## src/hdl/fta_pkg.sv

```systemverilog
// Package for the fixed-timestep accumulator: microcode types, the control
// store, register indexes, result kinds and range limits.
// No dependencies; used by fixed_timestep_accumulator.
package fta_pkg;

    // Register indexes on the configuration port
    typedef logic [2:0] reg_idx_t;
    localparam reg_idx_t REG_FIXED_MODE = 3'd0;
    localparam reg_idx_t REG_TIME_SCALE = 3'd1;
    localparam reg_idx_t REG_MAX_DELTA  = 3'd2;
    localparam reg_idx_t REG_FIXED_STEP = 3'd3;
    localparam reg_idx_t REG_MAX_STEPS  = 3'd4;

    // Result kinds
    typedef logic [1:0] kind_t;
    localparam kind_t KIND_FIXED    = 2'd0;
    localparam kind_t KIND_VARIABLE = 2'd1;
    localparam kind_t KIND_END      = 2'd2;

    // Limits and reset values
    localparam logic [23:0] STEP_MIN_US       = 24'd100;
    localparam logic [23:0] STEP_MAX_US       = 24'd10000000;
    localparam logic [5:0]  MAX_STEPS_LIMIT   = 6'd63;
    localparam logic [15:0] TIME_SCALE_RST    = 16'd256;
    localparam logic [23:0] MAX_DELTA_RST     = 24'd100000;
    localparam logic [23:0] FIXED_STEP_RST    = 24'd16667;
    localparam logic [5:0]  MAX_STEPS_RST     = 6'd5;

    // Datapath operations, one per control word
    typedef enum logic [3:0] {
        OP_ACCEPT,
        OP_MUL,
        OP_CLAMP,
        OP_EMIT_VAR,
        OP_ADD,
        OP_EMIT_FIXED,
        OP_SETTLE,
        OP_DIV_STEP,
        OP_EMIT_END
    } op_t;

    // Jump conditions; when true the word's operation is skipped
    typedef enum logic [2:0] {
        C_NEVER,
        C_NO_INPUT,
        C_FIXED_MODE,
        C_LOOP_DONE,
        C_DIV_DONE
    } cond_t;

    // Microcode addresses
    typedef logic [3:0] upc_t;
    localparam upc_t A_WAIT   = 4'd0;
    localparam upc_t A_MUL    = 4'd1;
    localparam upc_t A_CLAMP  = 4'd2;
    localparam upc_t A_MODE   = 4'd3;
    localparam upc_t A_ADD    = 4'd4;
    localparam upc_t A_LOOP   = 4'd5;
    localparam upc_t A_SETTLE = 4'd6;
    localparam upc_t A_DIV    = 4'd7;
    localparam upc_t A_END    = 4'd8;

    localparam int UCODE_DEPTH = 9;

    typedef struct packed {
        op_t   op;
        cond_t cond;
        upc_t  jump_to;   // taken when cond holds
        upc_t  seq_to;    // taken after the operation runs
    } ucode_t;

    // Control store
    localparam ucode_t UCODE [UCODE_DEPTH] = '{
        '{OP_ACCEPT,     C_NO_INPUT,   A_WAIT,   A_MUL},
        '{OP_MUL,        C_NEVER,      A_WAIT,   A_CLAMP},
        '{OP_CLAMP,      C_NEVER,      A_WAIT,   A_MODE},
        '{OP_EMIT_VAR,   C_FIXED_MODE, A_ADD,    A_WAIT},
        '{OP_ADD,        C_NEVER,      A_WAIT,   A_LOOP},
        '{OP_EMIT_FIXED, C_LOOP_DONE,  A_SETTLE, A_LOOP},
        '{OP_SETTLE,     C_NEVER,      A_WAIT,   A_DIV},
        '{OP_DIV_STEP,   C_DIV_DONE,   A_END,    A_DIV},
        '{OP_EMIT_END,   C_NEVER,      A_WAIT,   A_WAIT}
    };

endpackage

```

## src/hdl/fixed_timestep_accumulator.sv

```systemverilog
// Fixed-timestep accumulator top level: microcoded sequencer and datapath.
// Depends on fta_pkg (control store, codes, limits).
//
// One frame delta per request. In variable mode a request yields one variable
// step. In fixed mode a request yields N fixed steps, N being at most
// max_steps_per_frame: the step loop emits one step per cycle while the output
// register is free, then the restoring divider that forms the alpha produces
// one quotient bit per cycle. Each result waits in a single output register;
// the sequencer stalls on a result while that register is still held. A new
// request is taken only when the program is back at its wait word.
module fixed_timestep_accumulator #(
    parameter int ALPHA_BITS = 16
) (
    input  logic        clk,
    input  logic        rst_n,
    // configuration
    input  logic        cfg_wen,
    input  logic [2:0]  cfg_index,
    input  logic [23:0] cfg_wdata,
    // frame input
    input  logic        s_tvalid,
    output logic        s_tready,
    input  logic [23:0] s_tdata,   // [23:0] frame_delta_us
    // results
    output logic        m_tvalid,
    input  logic        m_tready,
    output logic [47:0] m_tdata,   // [23:0] step_duration_us, [29:24] step_index,
                                   // [45:30] interp_alpha, [46] backlog_dropped,
                                   // [47] zero
    output logic [1:0]  m_tuser,   // [1:0] result_kind
    output logic        m_tlast    // last_result
);

    localparam int CNT_W = $clog2(ALPHA_BITS + 1);
    localparam int QW    = (ALPHA_BITS > 16) ? ALPHA_BITS : 16;

    // Sequencer and configuration state
    fta_pkg::upc_t   pc_reg, pc_next;
    logic            mode_reg, mode_next;
    logic [15:0]     scale_reg, scale_next;
    logic [23:0]     maxd_reg, maxd_next;
    logic [23:0]     step_reg, step_next;
    logic [5:0]      cap_reg, cap_next;
    logic [24:0]     tacc_reg, tacc_next;
    logic [15:0]     ahold_reg, ahold_next;
    logic            ovalid_reg, ovalid_next;

    // Datapath
    logic [23:0]     delta_reg, delta_next;
    logic [39:0]     prod_reg, prod_next;
    logic [23:0]     scaled_reg, scaled_next;
    logic [24:0]     acc_reg, acc_next;
    logic [5:0]      steps_reg, steps_next;
    logic            drop_reg, drop_next;
    logic [24:0]     rem_reg, rem_next;
    logic [ALPHA_BITS-1:0] q_reg, q_next;
    logic [CNT_W-1:0] cnt_reg, cnt_next;

    // Output payload
    fta_pkg::kind_t  okind_reg, okind_next;
    logic [23:0]     odur_reg, odur_next;
    logic [5:0]      oidx_reg, oidx_next;
    logic [15:0]     oalpha_reg, oalpha_next;
    logic            odrop_reg, odrop_next;
    logic            olast_reg, olast_next;

    fta_pkg::ucode_t uword;
    logic            cond_hit, is_emit, out_free, stall, exec;
    logic [24:0]     rem_sh;
    logic            rem_ge;
    logic [QW-1:0]   q_wide;
    logic [15:0]     alpha_sat;
    logic [24:0]     acc_final;
    logic [23:0]     cfg_step;
    logic [5:0]      cfg_cap;

    // Current control word and its jump condition
    always_comb
    begin
        uword = fta_pkg::UCODE[pc_reg];
        case (uword.cond)
            fta_pkg::C_NEVER:      cond_hit = 1'b0;
            fta_pkg::C_NO_INPUT:   cond_hit = !s_tvalid;
            fta_pkg::C_FIXED_MODE: cond_hit = mode_reg;
            fta_pkg::C_LOOP_DONE:  cond_hit = (acc_reg < {1'b0, step_reg}) ||
                                              (steps_reg == cap_reg);
            fta_pkg::C_DIV_DONE:   cond_hit = (cnt_reg == CNT_W'(ALPHA_BITS));
            default:               cond_hit = 1'b0;
        endcase
        is_emit  = (uword.op == fta_pkg::OP_EMIT_VAR) ||
                   (uword.op == fta_pkg::OP_EMIT_FIXED) ||
                   (uword.op == fta_pkg::OP_EMIT_END);
        out_free = !ovalid_reg || m_tready;
        stall    = !cond_hit && is_emit && !out_free;
        exec     = !cond_hit && !stall;
    end

    assign s_tready = (uword.op == fta_pkg::OP_ACCEPT);

    // Divider step, alpha saturation, cap handling
    always_comb
    begin
        rem_sh    = {rem_reg[23:0], 1'b0};
        rem_ge    = (rem_sh >= {1'b0, step_reg});
        q_wide    = QW'(q_reg);
        alpha_sat = (q_wide > QW'(17'h0FFFF)) ? 16'hFFFF : q_wide[15:0];
        acc_final = (steps_reg == cap_reg) ? 25'd0 : acc_reg;
    end

    // Clamped configuration values
    always_comb
    begin
        if (cfg_wdata < fta_pkg::STEP_MIN_US)
            cfg_step = fta_pkg::STEP_MIN_US;
        else if (cfg_wdata > fta_pkg::STEP_MAX_US)
            cfg_step = fta_pkg::STEP_MAX_US;
        else
            cfg_step = cfg_wdata;
        if (cfg_wdata[5:0] == 6'd0)
            cfg_cap = 6'd1;
        else if (cfg_wdata[5:0] > fta_pkg::MAX_STEPS_LIMIT)
            cfg_cap = fta_pkg::MAX_STEPS_LIMIT;
        else
            cfg_cap = cfg_wdata[5:0];
    end

    // Next-state logic for sequencer, datapath and output register
    always_comb
    begin
        pc_next     = cond_hit ? uword.jump_to : (stall ? pc_reg : uword.seq_to);
        mode_next   = mode_reg;
        scale_next  = scale_reg;
        maxd_next   = maxd_reg;
        step_next   = step_reg;
        cap_next    = cap_reg;
        tacc_next   = tacc_reg;
        ahold_next  = ahold_reg;
        ovalid_next = ovalid_reg && !m_tready;

        delta_next  = delta_reg;
        prod_next   = prod_reg;
        scaled_next = scaled_reg;
        acc_next    = acc_reg;
        steps_next  = steps_reg;
        drop_next   = drop_reg;
        rem_next    = rem_reg;
        q_next      = q_reg;
        cnt_next    = cnt_reg;

        okind_next  = okind_reg;
        odur_next   = odur_reg;
        oidx_next   = oidx_reg;
        oalpha_next = oalpha_reg;
        odrop_next  = odrop_reg;
        olast_next  = olast_reg;

        // configuration writes
        if (cfg_wen)
        begin
            case (cfg_index)
                fta_pkg::REG_FIXED_MODE: mode_next  = cfg_wdata[0];
                fta_pkg::REG_TIME_SCALE: scale_next = cfg_wdata[15:0];
                fta_pkg::REG_MAX_DELTA:  maxd_next  = cfg_wdata;
                fta_pkg::REG_FIXED_STEP:
                begin
                    step_next = cfg_step;
                    tacc_next = {1'b0, cfg_step};
                end
                fta_pkg::REG_MAX_STEPS:  cap_next   = cfg_cap;
                default: ;
            endcase
        end

        // datapath operation of the current word
        if (exec)
        begin
            case (uword.op)
                fta_pkg::OP_ACCEPT:
                    delta_next = s_tdata;
                fta_pkg::OP_MUL:
                    prod_next = 40'(delta_reg) * 40'(scale_reg);
                fta_pkg::OP_CLAMP:
                begin
                    if (prod_reg[39:8] > {8'd0, maxd_reg})
                        scaled_next = maxd_reg;
                    else
                        scaled_next = prod_reg[31:8];
                end
                fta_pkg::OP_EMIT_VAR:
                begin
                    ovalid_next = 1'b1;
                    okind_next  = fta_pkg::KIND_VARIABLE;
                    odur_next   = scaled_reg;
                    oidx_next   = 6'd0;
                    oalpha_next = ahold_reg;
                    odrop_next  = 1'b0;
                    olast_next  = 1'b1;
                end
                fta_pkg::OP_ADD:
                begin
                    acc_next   = tacc_reg + {1'b0, scaled_reg};
                    steps_next = 6'd0;
                end
                fta_pkg::OP_EMIT_FIXED:
                begin
                    ovalid_next = 1'b1;
                    okind_next  = fta_pkg::KIND_FIXED;
                    odur_next   = step_reg;
                    oidx_next   = steps_reg;
                    oalpha_next = 16'd0;
                    odrop_next  = 1'b0;
                    olast_next  = 1'b0;
                    acc_next    = acc_reg - {1'b0, step_reg};
                    steps_next  = steps_reg + 6'd1;
                end
                fta_pkg::OP_SETTLE:
                begin
                    drop_next = (steps_reg == cap_reg);
                    acc_next  = acc_final;
                    tacc_next = acc_final;
                    rem_next  = acc_final;
                    q_next    = '0;
                    cnt_next  = '0;
                end
                fta_pkg::OP_DIV_STEP:
                begin
                    rem_next = rem_ge ? (rem_sh - {1'b0, step_reg}) : rem_sh;
                    q_next   = {q_reg[ALPHA_BITS-2:0], rem_ge};
                    cnt_next = cnt_reg + CNT_W'(1);
                end
                fta_pkg::OP_EMIT_END:
                begin
                    ahold_next  = alpha_sat;
                    ovalid_next = 1'b1;
                    okind_next  = fta_pkg::KIND_END;
                    odur_next   = 24'd0;
                    oidx_next   = steps_reg;
                    oalpha_next = alpha_sat;
                    odrop_next  = drop_reg;
                    olast_next  = 1'b1;
                end
                default: ;
            endcase
        end
    end

    // Control, configuration and frame state
    always_ff @(posedge clk or negedge rst_n)
    begin
        if (!rst_n)
        begin
            pc_reg     <= fta_pkg::A_WAIT;
            mode_reg   <= 1'b0;
            scale_reg  <= fta_pkg::TIME_SCALE_RST;
            maxd_reg   <= fta_pkg::MAX_DELTA_RST;
            step_reg   <= fta_pkg::FIXED_STEP_RST;
            cap_reg    <= fta_pkg::MAX_STEPS_RST;
            tacc_reg   <= {1'b0, fta_pkg::FIXED_STEP_RST};
            ahold_reg  <= 16'd0;
            ovalid_reg <= 1'b0;
        end
        else
        begin
            pc_reg     <= pc_next;
            mode_reg   <= mode_next;
            scale_reg  <= scale_next;
            maxd_reg   <= maxd_next;
            step_reg   <= step_next;
            cap_reg    <= cap_next;
            tacc_reg   <= tacc_next;
            ahold_reg  <= ahold_next;
            ovalid_reg <= ovalid_next;
        end
    end

    // Datapath and output payload
    always_ff @(posedge clk)
    begin
        delta_reg  <= delta_next;
        prod_reg   <= prod_next;
        scaled_reg <= scaled_next;
        acc_reg    <= acc_next;
        steps_reg  <= steps_next;
        drop_reg   <= drop_next;
        rem_reg    <= rem_next;
        q_reg      <= q_next;
        cnt_reg    <= cnt_next;
        okind_reg  <= okind_next;
        odur_reg   <= odur_next;
        oidx_reg   <= oidx_next;
        oalpha_reg <= oalpha_next;
        odrop_reg  <= odrop_next;
        olast_reg  <= olast_next;
    end

    assign m_tvalid = ovalid_reg;
    assign m_tdata  = {1'b0, odrop_reg, oalpha_reg, oidx_reg, odur_reg};
    assign m_tuser  = okind_reg;
    assign m_tlast  = olast_reg;

    // Stored accumulator never exceeds one fixed step
    a_tacc_bound: assert property (@(posedge clk) disable iff (!rst_n)
        tacc_reg <= {1'b0, step_reg})
        else $error("time accumulator above fixed step");

    // Step loop never runs past the cap
    a_steps_cap: assert property (@(posedge clk) disable iff (!rst_n)
        (pc_reg == fta_pkg::A_LOOP) |-> (steps_reg <= cap_reg))
        else $error("step count beyond cap");

    // Divider remainder stays below the divisor
    a_rem_bound: assert property (@(posedge clk) disable iff (!rst_n)
        (pc_reg == fta_pkg::A_DIV) |-> (rem_reg < {1'b0, step_reg}))
        else $error("divider remainder out of range");

    // Frame end result lands in the output register as the last of its frame
    a_end_last: assert property (@(posedge clk) disable iff (!rst_n)
        (pc_reg == fta_pkg::A_END && exec) |=>
            (m_tvalid && m_tlast && m_tuser == fta_pkg::KIND_END))
        else $error("frame end result not presented");

    // Step cap register is never zero
    a_cap_nonzero: assert property (@(posedge clk) disable iff (!rst_n)
        cap_reg != 6'd0)
        else $error("step cap is zero");

endmodule

```

## config.mk

```make
export PLATFORM = sky130hd
export DESIGN_NAME = fixed_timestep_accumulator
export DESIGN_NICKNAME = d
export VERILOG_FILES = /design/src/hdl/fta_pkg.sv /design/src/hdl/fixed_timestep_accumulator.sv
export SDC_FILE = /design/constraint.sdc
export NUM_CORES = 2
export LEC_CHECK = 0
export ABC_AREA = 1
export ABC_CLOCK_PERIOD_IN_PS = 6800
export CORE_ASPECT_RATIO = 0.5
export CORE_UTILIZATION = 53
export CTS_CLUSTER_SIZE = 25
export DETAILED_ROUTE_END_ITERATION = 12
export DONT_BUFFER_PORTS = 1
export PLACE_DENSITY = 0.68
export SYNTH_ARGS = -nofsm -noshare
export SYNTH_HDL_FRONTEND = slang
export SYNTH_SLANG_ARGS = --single-unit
```

## constraint.sdc

```tcl
create_clock -name clk -period 6.8 [get_ports clk]
set_input_delay 0.68 -clock clk [delete_from_list [all_inputs] [get_ports clk]]
set_output_delay 0.68 -clock clk [all_outputs]
set_load 0.01 [all_outputs]
```

Word-level counts from Yosys, hierarchy flattened
Memories as Yosys holds them, arrays and structs flattened.
Cells that the tools add are included.

storage, ports and cells
  bits in registers = 332
  memory bits (writable) = 0
  memories kept = 1
  latch bits = 0
  ROM bits = 240
  output and inout bits = 53

memories
  memory            depth  bits a word  rd ports  clocked after Yosys merged registers in  wr ports  RTL line                          text
  (name not given)  16     15           1         0                                        0         fixed_timestep_accumulator.sv:80  uword = fta_pkg::UCODE[pc_reg];

cells by class
  order comparisons = 8
  eq/ne operators = 19
  $add $sub $neg = 5
  divide/modulo/power cells = 0
  multipliers = 1
  shift operators = 0
  reduce and logical (&&, ||, !) cells = 45
  bitwise operators = 1
  mux-type cells = 30

operators by type and width
  kind                                                         count
  2-to-1 mux 25 bit                                            5
  2-to-1 mux 24 bit                                            4
  one-hot mux 25 bit (3 select lines)                          1
  one-hot mux 24 bit (3 select lines)                          1
  one-hot mux 16 bit (3 select lines)                          1
  one-hot mux 24 bit (2 select lines)                          1
  multiplier 24 x 16 -> 40 bit                                 1
  AND reduction 2 bit                                          17
  greater-than comparator 32 x 24 -> 1 bit                     1
  one-hot mux 16 bit (2 select lines)                          1
  2-to-1 mux 15 bit                                            2
  adder 25 x 24 -> 25 bit                                      1
  >= comparator 25 x 24 -> 1 bit                               1
  less-than comparator 25 x 24 -> 1 bit                        1
  subtractor 25 x 24 -> 25 bit                                 1
  greater-than comparator 24 bit, second input constant        1
  less-than comparator 24 x 7 -> 1 bit, second input constant  1
  one-hot mux 6 bit (2 select lines)                           2
  subtractor 24 bit                                            1
  == test 4 x 3 -> 1 bit, second input constant                4
  greater-than comparator 16 bit, second input constant        1
  2-to-1 mux 16 bit                                            1
  == test 3 x 2 -> 1 bit, second input constant                4
  2-to-1 mux 6 bit                                             2
  29 further kinds                                             53

Depth between registers and ports, before layout
  depth in word-level cells = 12
  mapped depth = 28

Worst setup path after synthesis
No wires, ideal clock.

  path type = register to register
  from = register scale_reg[8]
  to = register prod_reg[38] (data pin)
  arrival time = 5611 ps
  path slack = 931 ps
  cell stages (with the launch flop) = 24
  library setup time = 258 ps
  path through = dfstp_2 > clkbuf_1 > clkbuf_1 > nand2_1 > fa_1 > inv_1 > fa_1 > inv_1 > fa_1 > inv_1 > fa_1 > fa_1 > inv_1 > fa_1 > inv_1 > ha_1 > nand2_1 > nor2_1 > inv_1 > nor2_1 > nor4b_1 > nand3_1 > nand3_1 > xor2_1

on the way
  longest elaborated chain between the ends = 1

RTL lines
  what                          RTL line                           text
  start: declaration            fixed_timestep_accumulator.sv:40   logic [15:0] scale_reg, scale_next;
  start signal: assignment      fixed_timestep_accumulator.sv:254  scale_reg <= fta_pkg::TIME_SCALE_RST;
  start signal: assignment      fixed_timestep_accumulator.sv:266  scale_reg <= scale_next;
  multiplier 24 x 16 -> 40 bit  fixed_timestep_accumulator.sv:181  prod_next = 40'(delta_reg) * 40'(scale_reg);
  end signal: assignment        fixed_timestep_accumulator.sv:280  prod_reg <= prod_next;
  end: declaration              fixed_timestep_accumulator.sv:50   logic [39:0] prod_reg, prod_next;

No other way between the ends.
A chain may end at the register's enable or synchronous reset.

Final worst setup path
  from = register scale_reg[6]
  to = register prod_reg[22] (data pin)

Same word-level chain as after synthesis.

==> impl_results.md <==
- Final count of hold timing violations: 0
- Cell types occupying the most area after synthesis: edfxtp_1 20%, fa_1 19%, nand2_1 13%
- Max FFs per register: 32
- Final setup violation count: 0
- Clock Sink Count: 324
- Max Cap Viol: 0
- Largest net degree at the start of global routing: 118
- Total gr overflow: 0
- DRC violations left: 0
- Core ar.: 0.05928 mm^2
- CP Capture Type: register
- Max Freq: 155.6 MHz
- Clock skew: 0.02076 ns
- Reg2Reg Setup Slack: 0.37 ns
- Synthesized area: 0.03183 mm^2
- Vias in the first global route: 26.54k
- CP arrival: 6.77 ns
- Clock latency on the worst-skew pair: 0.57 ns
- Average via count per standard cell: 5.490
- Slew Limit Headroom: 18.39%
- RSZ-0062 raised after global routing: false
- CP peak stage delay: 0.59 ns
- Post-synth top area cell: edfxtp_1
- Die H: 175.3 um
- First-pass GRT wire length: 143400 um
- Cells after synthesis: 4044
- Die ar.: 0.06111 mm^2
- Initial DRT Pass Iterations: 5
- Row cnt: 63
- Crit path max-delay cell type: dfrtp_1
- Nets: 4558
- Critical path data required time: 7.14 ns
- CP max FO: 14
- Critical Path Source: scale_reg[6]
- Crit path to: prod_reg[22]
- Mapped Avg Cell Area: 7.872 um^2
- GR Util All Layers: 30.11%
- Worst r2r dst: prod_reg[22]
- CTS tree: done
- Synth Register Bits: 324
- Fill count: 5501
- Yosys Warn Count: 0
- Critical path startpoint category: register
- Cell variety after synth: 56
- Initial detailed-routing violation count: 2254
- Final wirelength: 91170 um
- Post-synth EDFFs: 207
- Clock tree root driver cell: clkbuf_16
- IO Count: 109
- Reg area: 0.009185 mm^2
- Minimum clock period: 6.427 ns
- Multi-input logic area: 0.01900 mm^2
- DRT antenna net count: 0
- Initial Util: 53.70%
- Worst-Margin Slew: 1.223 ns
- Initial antenna violation count: 1
- Port Buf Inserts: 0
- Final worst-path cycle share: 94.51%
- Seq/Total Area, Yosys: 28.81%
- Count of pins over their slew limit: 0
- CTS clk-pin slew, worst paths: 0.07 ns
- Top_reg_cell synth: edfxtp_1
- Min-delay worst type: in -> async
- Path type of the worst setup path: reg -> reg
- CTS buffer count: 35
- Cell Chain, Critical Path: buf_4, nand2_1, inv_1, fa_1, inv_1, fa_1, fa_1, fa_1, inv_1, fa_1, inv_1, fa_1, inv_1, ha_1, nand2_1, nor2_1, inv_1, nor2_1, nor4b_2, a21oi_1, xnor2_1
- DP Worst Slack: 0.08060 ns
- GPL Wtd Cong: 0.9615
- WL/cell: 18.90 um
- Status: finished, final reports clean
- Via Count: 26.48k
- CTS H-tree depth: 2
- Ys async rst share: 36.11%
- Fin cells: 4824
- Deepest clock path buffer count: 3
- DPL Wire Length: 70790 um
- Die W: 348.6 um
- Top-area cell type share of the netlist area: 19.53%
- Ratio of cells with drive above 1 in the final layout: 4.888%
- Final setup TNS: 0 ns
- Final WS setup: 0.3730 ns
- Cell count after placement: 4740
- FF-to-FF path depth: 21
- Worst r2r src: scale_reg[6]
- Post-Synthesis Net Count: 4619
- Area Growth Syn to Fin: 6.517%
[metrics by stage]
| step | hold WS, ns | instance area (um^2) | util (%) |
|---|---|---|---|
| finish | 0.1049 | 33910 | 57.20 |
| detailed placement | 0.3884 | 32560 | 54.93 |
| global placement | 0.3882 | 32560 | 54.93 |
| floorplan | 0.3844 | 31830 | - |
| CTS | 0.1084 | 33730 | 56.90 |
| global route | 0.1086 | 33900 | 57.19 |
[kinds of logic after synthesis]
kind of cell,count (synthesis),share of synthesized area [%]
simple gates,1696,22.03
buf+inv,968,11.63
fa+ha+maj,519,27.66
compound gates,477,8.227
flops,324,28.81
xor+xnor,59,1.623
other cells,1,0.01178
[placed cells by master, fill, tap and decap left out, types with 7 or more instances in the layout]
master / netlist / routed
nand2_1: 1117 / 1117
inv_1: 800 / 800
fa_1: 308 / 308
o21ai_0: 231 / 231
nor2_1: 233 / 227
ha_1: 211 / 211
nand3_1: 209 / 209
edfxtp_1: 207 / 207
a21oi_1: 151 / 150
dfrtp_1: 96 / 87
buf_4: 6 / 62
nand4_1: 49 / 49
xor2_1: 37 / 37
clkbuf_16: 0 / 35
nor3_1: 34 / 34
xnor2_1: 22 / 22
o21bai_1: 20 / 20
dfstp_2: 21 / 20
a211oi_1: 12 / 12
a21o_1: 11 / 11
or2_2: 11 / 11
o211ai_1: 11 / 11
a31oi_1: 9 / 9
nor4_1: 9 / 9
nand3_2: 9 / 9
o21a_1: 9 / 9
dfrtp_2: 0 / 9
a21boi_0: 8 / 8
clkinv_1: 2 / 7
[synth_stat cells (12+ instances only)]
cell      number
nand3_1      209
buf_2         13
ha_1         211
dfrtp_1       96
nand2_1     1117
nor2_1       233
nand4_1       49
fa_1         308
nor3_1        34
dfstp_2       21
o21ai_0      231
a211oi_1      12
clkbuf_1     137
a21oi_1      151
o21bai_1      20
inv_1        800
xor2_1        37
edfxtp_1     207
xnor2_1       22
[layout make-up]
class,count,share of cell area (%)
Clock buffer,42,2.720
Antenna cell,2,0.01476
Tap cell,812,2.996
Sequential cell,324,27.09
Timing Repair Buffer,65,1.572
Clock inverter,22,0.6494
Multi-Input combinational cell,2752,56.05
Inverter,805,8.911
[metal layers]
layer | share of wire, % | GRT usage, %
met1 | 43 | 41.15
met3 | 7.2 | 4.607
met5 | 0 | 0
met4 | 3.1 | 9.156
met2 | 46 | 49.69
[how the worst min path moves through the flow]
stage | cells past startpoint | from | end
finish | 1 | rst_n | maxd_reg[14]
global route | 1 | rst_n | scale_reg[0]
CTS | 1 | rst_n | scale_reg[3]
detailed placement | 0 | rst_n | maxd_reg[6]
global placement | 0 | rst_n | step_reg[2]
floorplan | 0 | rst_n | ahold_reg[0]
[worst max-delay path: cells and delay by family (launching register included)]
family,cells,cell delay (ns)
fa+ha+maj,7,3.54
compound gates,1,0.14
xor+xnor,1,0.32
buf+inv,7,0.68
flops,1,0.59
simple gates,5,0.93
[repair_timing]
| action | in CTS | in global routing |
|---|---|---|
| setup endpoints to repair | 0 | 4 |
| hold buffers | 1 | 0 |
| hold endpoints to repair | 117 | 0 |
| gates resized for setup | 0 | 11 |
| buffers inserted | 0 | 17 |
Power is not shown: default switching activity piles up to over one toggle a cycle in this logic, so the estimate is an artifact.
